**src/sv/nrd_delay.sv**
```systemverilog
`timescale 1ns / 1ps
`default_nettype none
// ----------------------------------------------------------------------------
// nrd_delay
// Enabled shift line that keeps side data aligned with the arithmetic stages.
// ----------------------------------------------------------------------------
module nrd_delay #(
   parameter int WIDTH = 64,
   parameter int DEPTH = 1
) (
   input  logic             clock,
   input  logic             en,
   input  logic [WIDTH-1:0] d_in,
   output logic [WIDTH-1:0] d_out
);

   logic [WIDTH-1:0] stage_ff [DEPTH];

   always_ff @(posedge clock) begin
      if (en) begin
         stage_ff[0] <= d_in;
         for (int i = 1; i < DEPTH; i++) begin
            stage_ff[i] <= stage_ff[i-1];
         end
      end
   end

   assign d_out = stage_ff[DEPTH-1];

endmodule

`default_nettype wire

```
**config.mk**
```make
export PLATFORM = sky130hd
export DESIGN_NAME = nrd_delay
export DESIGN_NICKNAME = d
export VERILOG_FILES = /design/src/sv/nrd_delay.sv
export SDC_FILE = /design/constraint.sdc
export NUM_CORES = 1
export LEC_CHECK = 0
export ABC_CLOCK_PERIOD_IN_PS = 800
export CAP_MARGIN = 0
export CORE_MARGIN = 3
export CORE_UTILIZATION = 42
export DETAILED_ROUTE_END_ITERATION = 7
export DONT_BUFFER_PORTS = 1
export GPL_ROUTABILITY_DRIVEN = 1
export GPL_TIMING_DRIVEN = 0
export PLACE_DENSITY_LB_ADDON = 0.08
export RECOVER_POWER = 100
export SKIP_LAST_GASP = 1
export SYNTH_ARGS = -nofsm -noshare
export SYNTH_HDL_FRONTEND = slang
export SYNTH_SLANG_ARGS = --single-unit
export TNS_END_PERCENT = 10
```
**constraint.sdc**
```tcl
create_clock -name clock -period 0.8 [get_ports clock]
set_input_delay 0.04 -clock clock [delete_from_list [all_inputs] [get_ports clock]]
set_output_delay 0.04 -clock clock [all_outputs]
set_load 0.05 [all_outputs]
```
**Word level (Yosys, flattened, before mapping)**

Memories as Yosys holds them, arrays and structs flattened.
Cells that the tools add are included.

- Bits in registers: 0
- Bits in writable memories: 64
- Input port bits: 66
- Output and inout port bits: 64
- Word-level logic and storage cells: 3
- Memories kept: 1

Memory list:

| name | depth | width | read ports | clocked after memory_dff | wr ports | RTL line | RTL |
|---|---|---|---|---|---|---|---|
| stage_ff | 1 | 64 | 1 | 0 | 1 | 17 | `logic [WIDTH-1:0] stage_ff [DEPTH];` |

- Muxes and demuxes: 2

Operators by type and width:

| kind | number |
|---|---|
| 1-bit 2-to-1 mux | 2 |

**Logic depth before layout (Yosys ltp)**

- Depth in word-level cells: 2
- Mapped depth: 0
- Mapped depth without buffers: 0

**Least setup slack after synthesis**

Ideal clock, no wire load.

- Path kind: reg-to-output
- From: mem stage_ff[0][0]
- To: out d_out[0]
- Arrival time: 0.601 ns
- Data required time: 0.760 ns
- Path slack: 0.159 ns
- Cell stages (with the launch flop): 1
- Cell sequence: edfxtp_1

- Word-level cells in the longest chain between the ends: 1

Ends and longest elaborated chain:

| item | RTL line | RTL |
|---|---|---|
| from (decl) | 17 |  |
| memory read 1 x 64 bit | n/a |  |
| to (decl) | 14 | `output logic [WIDTH-1:0] d_out` |

No other way between the ends.

**Worst setup path after layout**

- From: mem stage_ff[0][37]
- To: out d_out[37]

Same word-level chain as after synthesis.

==> out/metrics.cfg <==
[routing]
wirelength_um = 3790
drtAntennaViolNets = 0
drt-pass1-iter-count = 4
wl_per_cell_um = 19.5
drt_first_iter_violations = 43
via_per_inst = 4.87
drc = 0
vias = 944

[synth]
yosys_warnings = 0
synthFlopType = edfxtp_1
ys_seq_area_frac = 1.00
syn_avg_cell_area_um2 = 30.0
netlist_instances = 64
synth_edf_count = 64
syn_nets = 130
synth_area_leaders = edfxtp_1
synth_top_area_share = 1.00
async_flop_share = 0
yosysMostFrequentCell = edfxtp_1
synth_seq_cells = 64
synth_area_mm2 = 0.00192
yosys.area.top_type = edfxtp_1
synth.top_cells.by_count = edfxtp_1
synth.distinct_cells = 1

[final_layout]
syn_to_final_growth_pct = 45.9
multiInputCombCellCount = 0
top_regs = stage_ff x64
final_cell_area_mm2 = 0.00280
fillers = 279
largest-register = stage_ff
post_route_cells_drive_above_1_share = 0.0833
largest_register_ff_count = 64
nNetsFinal = 205
post-route-util = 0.667
multi_input_area_um2 = 0
instances_no_fill = 194
antenna_cells = 0

[grt]
antenna_found_initial = 0
grt_pass1_wl_um = 5230
grt_use_total = 0.144
grt_start_max_net_pins = 65
grt-ovfl-total = 0
grt_pass1_vias = 1054

[clock_network]
ctsHoldBuffers = 64
postCtsSetupBuffers = 0
cts_tree = done
clk_pin_slew_ns = 0.06
h-tree-depth = 3
clockBufferDepth = 2
cts_sinks = 64
cts-root-buf = clkbuf_8
postCtsResizedCells = 0
cts_made_buffers = 9

[die]
core_region_area_mm2 = 0.00420
initial_core_util = 0.457
die_x_um = 73.6
io_pins = 130
dieArea_mm2 = 0.00542
placementRows = 23
die_y_um = 73.6

[sta]
finalSetupTns_ns = -12.68
hold_violations = 64
max-slew-margin-rel = 0.671
hold_ws_ns = -0.176
period_share = 1.27
fmax_ghz = 0.983
setup_ws_ns = -0.218
rsz0062_at_grt = yes
period_minus_slack_ns = 1.02
setup_violations = 64
worst_pin_slew_ns = 0.494
drv_slew = 0

[worst_hold_path]
min_to = stage_ff[0][1]
worstHoldPathType = input port to flop
hold_depth = 0
worstHoldStart = en

[outcome]
violations = hold timing, setup timing
status = finished with violations

[worst_setup_path]
critPathLaunchType = flop
worstPathMaxFanout = 1
crit_arrival_ns = 0.98
crit_required_ns = 0.76
cp.depth = 0
crit_path_end_kind = output port
critPathKind = flop to output port

[power]
irDropWorstVdd_v = 0.00146
p_leak_nw = 0.986
total_power_mw = 7.75
p_per_area_mw_per_mm2 = 2770

[place]
numPortBuffers = 0
gp_congestion = 0.648
place_inst = 114
placedInstanceArea_mm2 = 0.00198
pre_cts_ws_ns = 0.120

[run]
maxCapViolations = 0

-- cell usage in the layout (no fill, tap or decap), drive strengths merged --
master	instances
bufinv	1
clkinv	4
clkbuf	11
dlygate4sd3	64
edfxtp	64
-- routing by layer --
| metal | wire length, um | part of all wire | vias up | GRT usage |
|---|---|---|---|---|
| met2 | 2130 | 0.56 | 82 | 0.253 |
| met5 | 0 | 0 | - | 0 |
| met1 | 1120 | 0.30 | 441 | 0.118 |
| met4 | 98 | 0.026 | 0 | 0.113 |
| met3 | 444 | 0.12 | 11 | 0.0698 |
| li1 | - | - | 410 | - |
-- logic make-up after synthesis --
kind of cell	share of synthesized area
flip-flops	1.00
-- where the power goes --
group / leakage, nW / internal [mW] / total, mW / switching [mW]
clock network: 0.0922 / 1.41 / 2.47 / 1.06
registers: 0.626 / 4.02 / 5.03 / 1.02
logic: 0.267 / 0.207 / 0.254 / 0.0471
-- cell type report --
type,instances,area [um2],share of cell area
repair buffers,64,641,0.228
clock buffers,11,131,0.0469
flip-flops and latches,64,1920,0.685
clock inverters,5,47.5,0.0170
well taps,50,62.6,0.0223
-- how the worst max path moves through the flow --
stage,start,slack [ns],end
3_5_place_dp,stage_ff[0][47],0.12,d_out[47]
4_1_cts,stage_ff[0][47],-0.24,d_out[47]
6_report,stage_ff[0][37],-0.22,d_out[37]
2_1_floorplan,stage_ff[0][0],0.16,d_out[0]
3_3_place_gp,stage_ff[0][47],0.12,d_out[47]
5_1_grt,stage_ff[0][9],-0.25,d_out[9]
(Power assumes the default switching activity.)
