## src/sv/nrd_pkg.sv

```systemverilog
`timescale 1ns / 1ps
`default_nettype none
// ----------------------------------------------------------------------------
// nrd_pkg
// Shared types and constants for the Newton-Raphson binary64 divider.
// ----------------------------------------------------------------------------
package nrd_pkg;

   typedef logic [63:0] fp64_type;

   typedef struct packed {
      logic sign;
      logic zero;
   } qflag_type;

   // seed x0 = SEED_OFFSET - SEED_SLOPE * d
   localparam fp64_type SEED_OFFSET = 64'h4006_9696_A000_0000;
   localparam fp64_type SEED_SLOPE  = 64'h3FFE_1E1E_2000_0000;
   localparam fp64_type FP_TWO      = 64'h4000_0000_0000_0000;
   localparam fp64_type FP_INF      = 64'h7FF0_0000_0000_0000;
   localparam logic [10:0] DIV_EXP  = 11'd1022;

   localparam int FMUL_LAT = 4;
   localparam int RSUB_LAT = 2;
   localparam int CELL_LAT = FMUL_LAT + RSUB_LAT + FMUL_LAT;
   localparam int SEED_LAT = FMUL_LAT + RSUB_LAT;

endpackage

`default_nettype wire

```

## src/sv/nrd_rsub.sv

```systemverilog
`timescale 1ns / 1ps
`default_nettype none
// ----------------------------------------------------------------------------
// nrd_rsub
// Two-stage binary64 subtract k - b, round to nearest even, for k in [2,4)
// and b in [0.5,2); both are exact in a 56-bit fixed format (lsb 2^-54).
// ----------------------------------------------------------------------------
module nrd_rsub (
   input  logic              clock,
   input  logic              en,
   input  nrd_pkg::fp64_type k_bits,
   input  nrd_pkg::fp64_type b_bits,
   output nrd_pkg::fp64_type r_bits
);
   import nrd_pkg::*;

   logic [1:0]  ksh, bsh;
   logic [55:0] kfix, bfix;
   logic [55:0] diff_ff;

   always_comb begin
      ksh  = 2'(k_bits[62:52] - 11'd1021);
      bsh  = 2'(b_bits[62:52] - 11'd1021);
      kfix = 56'({1'b1, k_bits[51:0]}) << ksh;
      bfix = 56'({1'b1, b_bits[51:0]}) << bsh;
   end

   always_ff @(posedge clock) begin
      if (en) begin
         diff_ff <= kfix - bfix;
      end
   end

   logic [1:0]  nsh;
   logic [10:0] base;
   logic [55:0] norm;
   logic        inc;
   logic [63:0] total;
   fp64_type    r_ff;

   always_comb begin
      if (diff_ff[55]) begin
         nsh  = 2'd0;
         base = 11'd1023;
      end else if (diff_ff[54]) begin
         nsh  = 2'd1;
         base = 11'd1022;
      end else if (diff_ff[53]) begin
         nsh  = 2'd2;
         base = 11'd1021;
      end else begin
         nsh  = 2'd3;
         base = 11'd1020;
      end
      norm  = diff_ff << nsh;
      inc   = norm[2] & ((|norm[1:0]) | norm[3]);
      total = {1'b0, base, 52'd0} + 64'(norm[55:3]) + 64'(inc);
   end

   always_ff @(posedge clock) begin
      if (en) begin
         r_ff <= total;
      end
   end

   assign r_bits = r_ff;

endmodule

`default_nettype wire

```

## config.mk

```make
export PLATFORM = sky130hd
export DESIGN_NAME = nrd_rsub
export DESIGN_NICKNAME = d
export VERILOG_FILES = /design/src/sv/nrd_pkg.sv /design/src/sv/nrd_rsub.sv
export SDC_FILE = /design/constraint.sdc
export NUM_CORES = 1
export LEC_CHECK = 0
export ABC_CLOCK_PERIOD_IN_PS = 9000
export BUFFER_PORTS_ARGS = -buffer_cell sky130_fd_sc_hd__buf_2
export CAP_MARGIN = 20
export CORE_MARGIN = 4
export CORE_UTILIZATION = 30
export CTS_CLUSTER_SIZE = 14
export DETAILED_ROUTE_END_ITERATION = 8
export GPL_TIMING_DRIVEN = 0
export PLACE_DENSITY = 0.56
export SYNTH_ARGS = -nofsm -noshare
export SYNTH_HDL_FRONTEND = slang
export SYNTH_SLANG_ARGS = --single-unit
```

## constraint.sdc

```tcl
create_clock -name clock -period 9 [get_ports clock]
set_clock_uncertainty 0.1 [all_clocks]
set_input_delay 2.7 -clock clock [delete_from_list [all_inputs] [get_ports clock]]
set_output_delay 2.7 -clock clock [all_outputs]
set_load 0.01 [all_outputs]
```

# == Yosys cells after proc, flatten, opt, wreduce, memory -nomap -nowiden ==
# Cells that the tools add are included.
# word_totals
ff_bits,120
elab_cells,19
# op_classes
addsub,5
bitwise_logic,2
n_mux,6
n_reduce_logical,1
n_shift,3
# op_table
op,count
$shl A53 B2 Y56,2
$add A63 B53 Y64,1
$add A64 B1 Y64,1
$shl A56 B2 Y56,1
$sub A56 B56 Y56,1
$mux W2,4
$sub A2 B1 Y2 const B,2
$mux W1,2
$reduce_or A2 Y1,1
$and A1 B1 Y1,1
$or A1 B1 Y1,1

# == Depth between registers and ports, before layout ==
# Gate-level depths: netlist of the first run.
# logic_depth
depth_word,8
mapped_depth,19
ltp_nobuf,15

# == Least setup slack after synthesis of the first run ==
# Ideal clock, no wire load.
# synth_path
path_type,input-to-reg
from,input port b_bits[52]
to,"register diff_ff[51], data pin"
setup_time_ns,0.269
arrival_time_ns,7.473
path_slack_ns,1.158
required_ns,8.631
path_stages,19
path_cell_list,clkbuf_1 > buf_1 > clkbuf_1 > inv_1 > ha_1 > buf_1 > buf_1 > mux4_2 > inv_1 > ha_1 > clkbuf_1 > nand4_1 > or3_1 > or2_2 > a311o_1 > nand3_1 > a21boi_0 > o31ai_1 > xor2_1
# synth_between
elab_chain_len,3
# synth_lines
element,line_no,rtl
"start, declared",nrd_rsub.sv:12,"input nrd_pkg::fp64_type b_bits,"
$sub A2 B1 Y2,nrd_rsub.sv:23,bsh = 2'(b_bits[62:52] - 11'd1021);
$shl A53 B2 Y56,nrd_rsub.sv:25,"bfix = 56'({1'b1, b_bits[51:0]}) << bsh;"
$sub A56 B56 Y56,nrd_rsub.sv:30,diff_ff <= kfix - bfix;
"end signal, assigned",nrd_rsub.sv:30,
"end, declared",nrd_rsub.sv:19,logic [55:0] diff_ff;
# Every way passes these cells.
# A chain may end at the register's enable or synchronous reset.

# == Worst setup path after layout of the first run ==
# layout_path
from,input port b_bits[52]
to,"register diff_ff[50], data pin"
# The elaborated chain is that of the path after synthesis.

==> results of run 1 <==
Yosys cell counts, drive strengths merged (8+ instances only):
library cell / instances / area, µm²
a211oi: 11 / 82.6
a21o: 32 / 240
a21oi: 90 / 450
a31oi: 18 / 113
and2: 15 / 93.8
and3: 9 / 56.3
and3b: 11 / 96.3
buf: 38 / 189
clkbuf: 39 / 146
edfxtp: 119 / 3570
ha: 59 / 738
inv: 71 / 267
mux2: 26 / 293
mux2i: 54 / 541
mux4: 96 / 2160
nand2: 136 / 510
nand2b: 17 / 106
nand3: 36 / 185
nand4: 19 / 119
nor2: 78 / 303
nor2b: 14 / 87.6
nor3: 18 / 110
nor4: 8 / 71.3
o211ai: 19 / 143
o21ai: 69 / 345
o21bai: 10 / 75.1
xnor2: 62 / 543
xor2: 43 / 377
area by class of cell:
type / instances / area, µm² / area share [%]
multi-input combinational: 1051 / 8710 / 58.4
sequential: 119 / 3570 / 24.0
timing repair buffer: 171 / 881 / 5.91
tap: 539 / 674 / 4.52
clock buffer: 19 / 433 / 2.90
buffer: 76 / 333 / 2.23
inverter: 72 / 270 / 1.81
clock inverter: 9 / 40.0 / 0.268
worst max path at each step:
stage | startpoint | endpoint
finish | b_bits[52] | diff_ff[50]
global route | b_bits[52] | diff_ff[26]
CTS | b_bits[52] | diff_ff[50]
detailed placement | b_bits[52] | diff_ff[50]
global placement | b_bits[52] | diff_ff[50]
floorplan | b_bits[52] | diff_ff[51]
per-layer routing:
layer | vias to the layer above | global-route usage, %
li1 | 5394 | -
met1 | 5222 | 24.2
met2 | 391 | 26.8
met3 | 39 | 2.02
met4 | 0 | 3.69
met5 | - | 0
cell families after synthesis:
family          Yosys count
xor+xnor                105
simple gates            390
mux                     176
fa+ha+maj                60
other cells               1
flops                   119
compound gates          319
buf+inv                 149
power by group through the flow:
stage / clock [W] / sequential (W) / combinational (W)
floorplan: 0 / 0.00104 / 0.00130
global placement: 0 / 0.00106 / 0.00188
detailed placement: 0 / 0.00106 / 0.00189
CTS: 0.000567 / 0.00105 / 0.00190
global route: 0.000592 / 0.00107 / 0.00211
finish: 0.000552 / 0.00105 / 0.00190
cells in the final DEF, fill, tap and decap left out, types with 54 or more instances in the layout:
cell type,Yosys,layout
sky130_fd_sc_hd__buf_2,10,179
sky130_fd_sc_hd__nor2_1,76,76
sky130_fd_sc_hd__a21oi_1,90,90
sky130_fd_sc_hd__o21ai_0,68,68
sky130_fd_sc_hd__xnor2_1,62,62
sky130_fd_sc_hd__nand2_1,136,136
sky130_fd_sc_hd__edfxtp_1,119,119
sky130_fd_sc_hd__ha_1,59,58
sky130_fd_sc_hd__inv_1,71,71
sky130_fd_sc_hd__mux4_2,96,96
sky130_fd_sc_hd__mux2i_1,54,54
critical path, cell delays in order:
cell and delay, ns:
sky130_fd_sc_hd__clkbuf_1 0.15, sky130_fd_sc_hd__buf_1 0.58, sky130_fd_sc_hd__clkbuf_2 0.49, sky130_fd_sc_hd__inv_1 0.28
sky130_fd_sc_hd__ha_2 0.68, sky130_fd_sc_hd__clkbuf_1 0.60, sky130_fd_sc_hd__and3_1 0.28, sky130_fd_sc_hd__ha_1 0.16
sky130_fd_sc_hd__inv_1 0.05, sky130_fd_sc_hd__fa_1 0.42, sky130_fd_sc_hd__a211oi_1 0.31, sky130_fd_sc_hd__o211ai_1 0.19
sky130_fd_sc_hd__a31oi_1 0.40, sky130_fd_sc_hd__o211a_1 0.28, sky130_fd_sc_hd__nor2_1 0.07, sky130_fd_sc_hd__o21ai_0 0.40
sky130_fd_sc_hd__o31ai_1 0.16, sky130_fd_sc_hd__xor2_1 0.19
flip-flops by register name (all words and copies together), names as in the netlist:
name,flops
r_bits,63
diff_ff,56
stage by stage:
step                TNS (ns)  setup slack [ns]  total power (W)  cells  cell area, µm²
finish                     0             0.623          0.00351   2056           14900
global route               0            0.0236          0.00378   2056           14900
CTS                        0             0.303          0.00352   2056           14900
detailed placement    -22.35            -0.936          0.00295   2029           14400
global placement      -20.91            -0.943          0.00293   2028           14400
floorplan                  0              1.16          0.00235   1319           12900
repair_timing:
action / in CTS / in global routing
cloned: 0 / 0
setup buffers: 0 / 0
gates resized for setup: 1 / 1
setup endpoints to repair: 30 / 4
==> qor_table.md, run 1 <==
| Item | Value | Unit |
|:---|:---|:---|
| Run status | finished, final reports clean | - |
| Total power per unit cell area | 235 | nW/µm² |
| DP Wirelength | 33300 | µm |
| Dominant synthesized flop cell | sky130_fd_sc_hd__edfxtp_1 | - |
| R2R Setup Slk | 4.26 | ns |
| Terminus of the critical flop-to-flop path | r_bits[54] | - |
| Distinct cells, synth | 82 | - |
| Worst hold path cell count | 2 | - |
| Biggest fanout along the worst timing path | 14 | - |
| Total global routing overflow | 0 | - |
| Fin nets | 1698 | - |
| Fraction of power spent switching nets | 42.6 | % |
| Element type at the critical path start | input port | - |
| Post-synthesis mux area share | 23.2 | % |
| Largest net degree at the start of global routing | 65 | - |
| Internal portion of total power | 0.00201 | W |
| Hold buffer count at CTS | 0 | - |
| Remaining number of nets flagged by the antenna check after routing | 0 | - |
| Via count of the first global-routing pass | 10800 | - |
| Number of nets produced by synthesis | 1509 | - |
| Worst Hold Class | flip-flop to flip-flop | - |
| Critical Path AT | 8.41 | ns |
| Kind of capture point of the worst setup path | flip-flop | - |
| Max-capacitance violation count | 0 | - |
| P_sw | 0.00149 | W |
| Relative max-transition margin | 28.4 | % |
| Xor/xnor cell area share of the yosys netlist | 7.14 | % |
| Fraction of final layout cells sized beyond drive strength 1 | 23.5 | % |
| Routed met2 length | 17800 | µm |
| Starting utilization of the core area | 30.5 | % |
| H-tree depth | 4 | - |
| Cell count after synthesis | 1319 | - |
| Post-CTS clock slew at the launch and capture registers of the worst setup and hold paths | 0.05 | ns |
| Number of standard-cell rows in the floorplan | 75 | - |
| I/O pin count | 194 | - |
| Number of antenna violations at the first check in global routing | 0 | - |
| Vias | 11000 | - |
| Detailed Route Iter0 Violations | 707 | - |
| Overall global routing resource usage | 16.7 | % |
| Worst-skew pair later-pin latency | 0.41 | ns |
| Routability-driven placement congestion ratio | 0.910 | - |
| Final Cycle Share | 93.1 | % |
| First-pass GRT wire length | 62200 | µm |
| Area of the mapped netlist | 12900 | µm² |
| Per-cell routed wire length | 19.2 | µm |
| Clock power share | 15.7 | % |
| Leakage power figure | 5.90 | nW |
| DR vias/cell | 5.37 | - |
| Height of the die | 215 | µm |
| Setup repair after global routing missed its margin | no | - |
| Utilization after layout | 35.3 | % |
| Highest routed metal layer | met4 | - |
| Number of synthesized flops with an enable pin | 119 | - |
| Min Hold Slack | 0.722 | ns |
| Detailed Routing Iterations Pass 1 | 6 | - |
| Sequential share of power | 30.0 | % |
| Power share of the combinational group | 54.3 | % |
| Std-Cell Core Area | 42200 | µm² |
| Layout filler cell count | 4360 | - |
| Synthesis-to-layout area growth | 15.7 | % |
| Worst setup path category | input port to flip-flop | - |
| Worst Max-Slew Pin Slew | 1.07 | ns |
| Root buffer selected by CTS | sky130_fd_sc_hd__clkbuf_16 | - |
| Maximum buffer depth of the clock tree | 2 | - |
| Number of antenna repair diodes | 0 | - |
| Max Fclk | 119 | MHz |
| Crit Reg-Reg Startpoint | diff_ff[54] | - |
| WL met3 | 1940 | µm |
| I/O Buffers | 170 | - |
| Hold-critical path endpoint | r_bits[0] | - |
| Post-route met1 wirelength | 19200 | µm |
| Launch instance of the worst min-delay path | diff_ff[0] | - |
| CTS Buf Count | 17 | - |
| Post-Synth Adder-Cell Area | 5.88 | % |
| Total Die Area | 46300 | µm² |
| Sequential share of the synthesized area | 27.7 | % |
| Area fraction in and, or, nand and nor cells after synthesis | 15.4 | % |
| Main combinational cell family by area after synthesis | multiplexers | - |
| DRC violation count after routing | 0 | - |
| Sink count of the clock tree | 119 | - |
| Number of synthesis warnings | 0 | - |
| Post-synthesis compound-gate area fraction | 15.9 | % |
| Aggregate routed wire length | 39500 | µm |
| Final slew viol count | 0 | - |
| Width of the chip | 215 | µm |
| Min Tclk post-route | 8.38 | ns |
| Synthesis-stage register bit count | 119 | - |
| Worst-case reg-to-reg path depth | 14 | - |
| Worst VDD drop | 0.000126 | V |
| Share of flip-flops with an asynchronous set or reset after synthesis | 0 | % |
| Setup-violating endpoint count in the final report | 0 | - |
| CTS tree | built | - |
| Endpoint required time on the critical path | 9.03 | ns |
| Average cell area after synthesis | 9.77 | µm² |
| Final hold violation count | 0 | - |
Note: power is estimated with default switching activity, not from simulation.
==> run 2, diff against run 1 <==
--- a/config.mk
+++ b/config.mk
@@ -6,7 +6,7 @@
 export NUM_CORES = 1
 export LEC_CHECK = 0
 export ABC_CLOCK_PERIOD_IN_PS = 9000
-export BUFFER_PORTS_ARGS = -buffer_cell sky130_fd_sc_hd__buf_2
+export BUFFER_PORTS_ARGS = -buffer_cell sky130_fd_sc_hd__buf_4
 export CAP_MARGIN = 20
 export CORE_MARGIN = 4
 export CORE_UTILIZATION = 30
==> qor_table.md, run 2 (synthesis results as in run 1) <==
| Item | Value | Unit |
|:---|:---|:---|
| Fin nets | 1698 | - |
| DP Wirelength | 33400 | µm |
| CTS tree | built | - |
| Std-Cell Core Area | 42200 | µm² |
| Max Fclk | 119 | MHz |
| Setup-violating endpoint count in the final report | 0 | - |
| Worst-skew pair later-pin latency | 0.41 | ns |
| Synthesis-to-layout area growth | 19.1 | % |
| Per-cell routed wire length | 19.2 | µm |
| Ordered cell list for the critical path | clkbuf_1 -> buf_1 -> clkbuf_2 -> inv_1 -> ha_2 -> buf_1 -> mux4_2 -> inv_1 -> ha_1 -> clkbuf_1 -> nand4_1 -> or3_1 -> or2_2 -> a311o_1 -> nand3_1 -> a21boi_0 -> o31ai_1 -> xor2_1 | - |
| Largest net degree at the start of global routing | 62 | - |
| Biggest fanout along the worst timing path | 14 | - |
| Relative max-transition margin | 31.8 | % |
| Layout filler cell count | 4266 | - |
| Fraction of final layout cells sized beyond drive strength 1 | 23.4 | % |
| Commonest non-fill, non-tap cell in the layout | sky130_fd_sc_hd__buf_4 | - |
| Element type at the critical path start | input port | - |
| Routability-driven placement congestion ratio | 0.898 | - |
| Run status | finished, final reports clean | - |
| Commonest non-fill, non-tap cells in the layout | sky130_fd_sc_hd__buf_4, sky130_fd_sc_hd__nand2_1, sky130_fd_sc_hd__edfxtp_1, sky130_fd_sc_hd__mux4_2, sky130_fd_sc_hd__a21oi_1 | - |
| Height of the die | 215 | µm |
| Aggregate routed wire length | 39600 | µm |
| H-tree depth | 4 | - |
| Maximum buffer depth of the clock tree | 2 | - |
| Number of standard-cell rows in the floorplan | 75 | - |
| Number of buffers and inverters on the critical path | 7 | - |
| Largest delay contributor family on the critical path | buffers and inverters | - |
| Number of antenna repair diodes | 0 | - |
| Setup repair after global routing missed its margin | no | - |
| Worst setup path category | input port to flip-flop | - |
| First-pass GRT wire length | 62900 | µm |
| Critical Path AT | 8.54 | ns |
| Total global routing overflow | 0 | - |
| Launch instance of the worst min-delay path | diff_ff[0] | - |
| Endpoint required time on the critical path | 9.12 | ns |
| Worst Hold Class | flip-flop to flip-flop | - |
| Worst Max-Slew Pin Slew | 1.02 | ns |
| Leakage power figure | 6.05 | nW |
| Worst VDD drop | 0.000144 | V |
| Min Tclk post-route | 8.42 | ns |
| Crit Reg-Reg Startpoint | diff_ff[54] | - |
| Total design power | 0.00358 | W |
| Final Cycle Share | 93.6 | % |
| I/O Buffers | 170 | - |
| Summed negative setup slack over all endpoints | 0 | ns |
| Post-CTS clock slew at the launch and capture registers of the worst setup and hold paths | 0.05 | ns |
| First element of the critical path | b_bits[52] | - |
| Final slew viol count | 0 | - |
| Total Die Area | 46300 | µm² |
| Remaining number of nets flagged by the antenna check after routing | 0 | - |
| Sink count of the clock tree | 119 | - |
| Overall global routing resource usage | 16.8 | % |
| CTS Buf Count | 17 | - |
| Via count of the first global-routing pass | 10900 | - |
| Root buffer selected by CTS | sky130_fd_sc_hd__clkbuf_16 | - |
| Width of the chip | 215 | µm |
| I/O pin count | 194 | - |
| Detailed Routing Iterations Pass 1 | 5 | - |
| Hold buffer count at CTS | 0 | - |
| Kind of capture point of the worst setup path | flip-flop | - |
| Max-capacitance violation count | 0 | - |
| Starting utilization of the core area | 30.5 | % |
| Vias | 11000 | - |
| Detailed Route Iter0 Violations | 869 | - |
| Final hold violation count | 0 | - |
| Slowest-stage cell, CP | sky130_fd_sc_hd__ha_2 | - |
| Flip-flop count of the largest register, all copies and words added | 63 | - |
| DRC violation count after routing | 0 | - |
| DR vias/cell | 5.36 | - |
| Delay of the slowest cell on the worst path | 0.67 | ns |
| Number of antenna violations at the first check in global routing | 0 | - |
| Total power per unit cell area | 233 | nW/µm² |
==> run 2: cell types whose count changed in the layout (fill, tap and decap cells not counted) <==
cell	previous run	this run
sky130_fd_sc_hd__o41ai_2	0	1
sky130_fd_sc_hd__clkbuf_1	40	44
sky130_fd_sc_hd__buf_2	179	10
sky130_fd_sc_hd__clkinv_1	5	6
sky130_fd_sc_hd__buf_4	6	175
sky130_fd_sc_hd__o41ai_1	2	1
sky130_fd_sc_hd__clkinv_2	5	3
==> run 2: worst paths after layout <==
kind / endpoint / depth (start not counted) / slack, ns
max: diff_ff[51] / 18 / 0.58
min: r_bits[0] / 2 / 0.68
max reg2reg: r_bits[20] / 14 / 4.27
min reg2reg: r_bits[0] / 2 / 0.68
==> run 2: area by class of cell <==
type / count / area [µm²] / share of cell area [%]
Buffer: 76 / 333 / 2.17
Clock buffer: 23 / 448 / 2.92
Clock inverter: 8 / 33.8 / 0.220
Inverter: 72 / 270 / 1.76
Multi-Input combinational cell: 1051 / 8720 / 56.8
Sequential cell: 119 / 3570 / 23.3
Tap cell: 539 / 674 / 4.39
Timing Repair Buffer: 171 / 1300 / 8.49
==> run 2: per-stage QoR <==
step	utilization (%)	cell area [µm²]	setup slack [ns]	hold slack (ns)	cells
global route	36.4	15400	0.0632	0.746	2059
global placement	35.1	14800	-0.897	0.711	2028
floorplan	-	12900	1.16	0.548	1319
finish	36.4	15400	0.580	0.677	2059
detailed placement	35.2	14900	-0.917	0.687	2029
CTS	36.3	15300	0.311	0.709	2059
==> run 2: where the power goes <==
group / leakage (nW) / switching (W) / internal (W)
clock network: 0.236 / 0.000218 / 0.000342
registers: 1.17 / 0.000164 / 0.000890
logic: 4.65 / 0.00112 / 0.000846
total: 6.05 / 0.00150 / 0.00208
==> run 2: worst min-delay path: stages (launching register included) <==
cell and delay [ns]:
sky130_fd_sc_hd__edfxtp_1 0.39, sky130_fd_sc_hd__o32ai_1 0.10, sky130_fd_sc_hd__a21oi_1 0.14
==> run 2: timing repair <==
action,CTS,global route
hold endpoints to repair,0,0
resized for setup,1,2
buffers inserted,0,0
endpoints found under the setup margin,29,5
==> run 2: layer usage <==
metal	vias up	track usage [%]	share of wire (%)
met5	-	0	0
met4	0	4.75	2.0
met3	38	2.08	4.4
met2	358	26.3	45
met1	5244	24.6	49
li1	5392	-	-
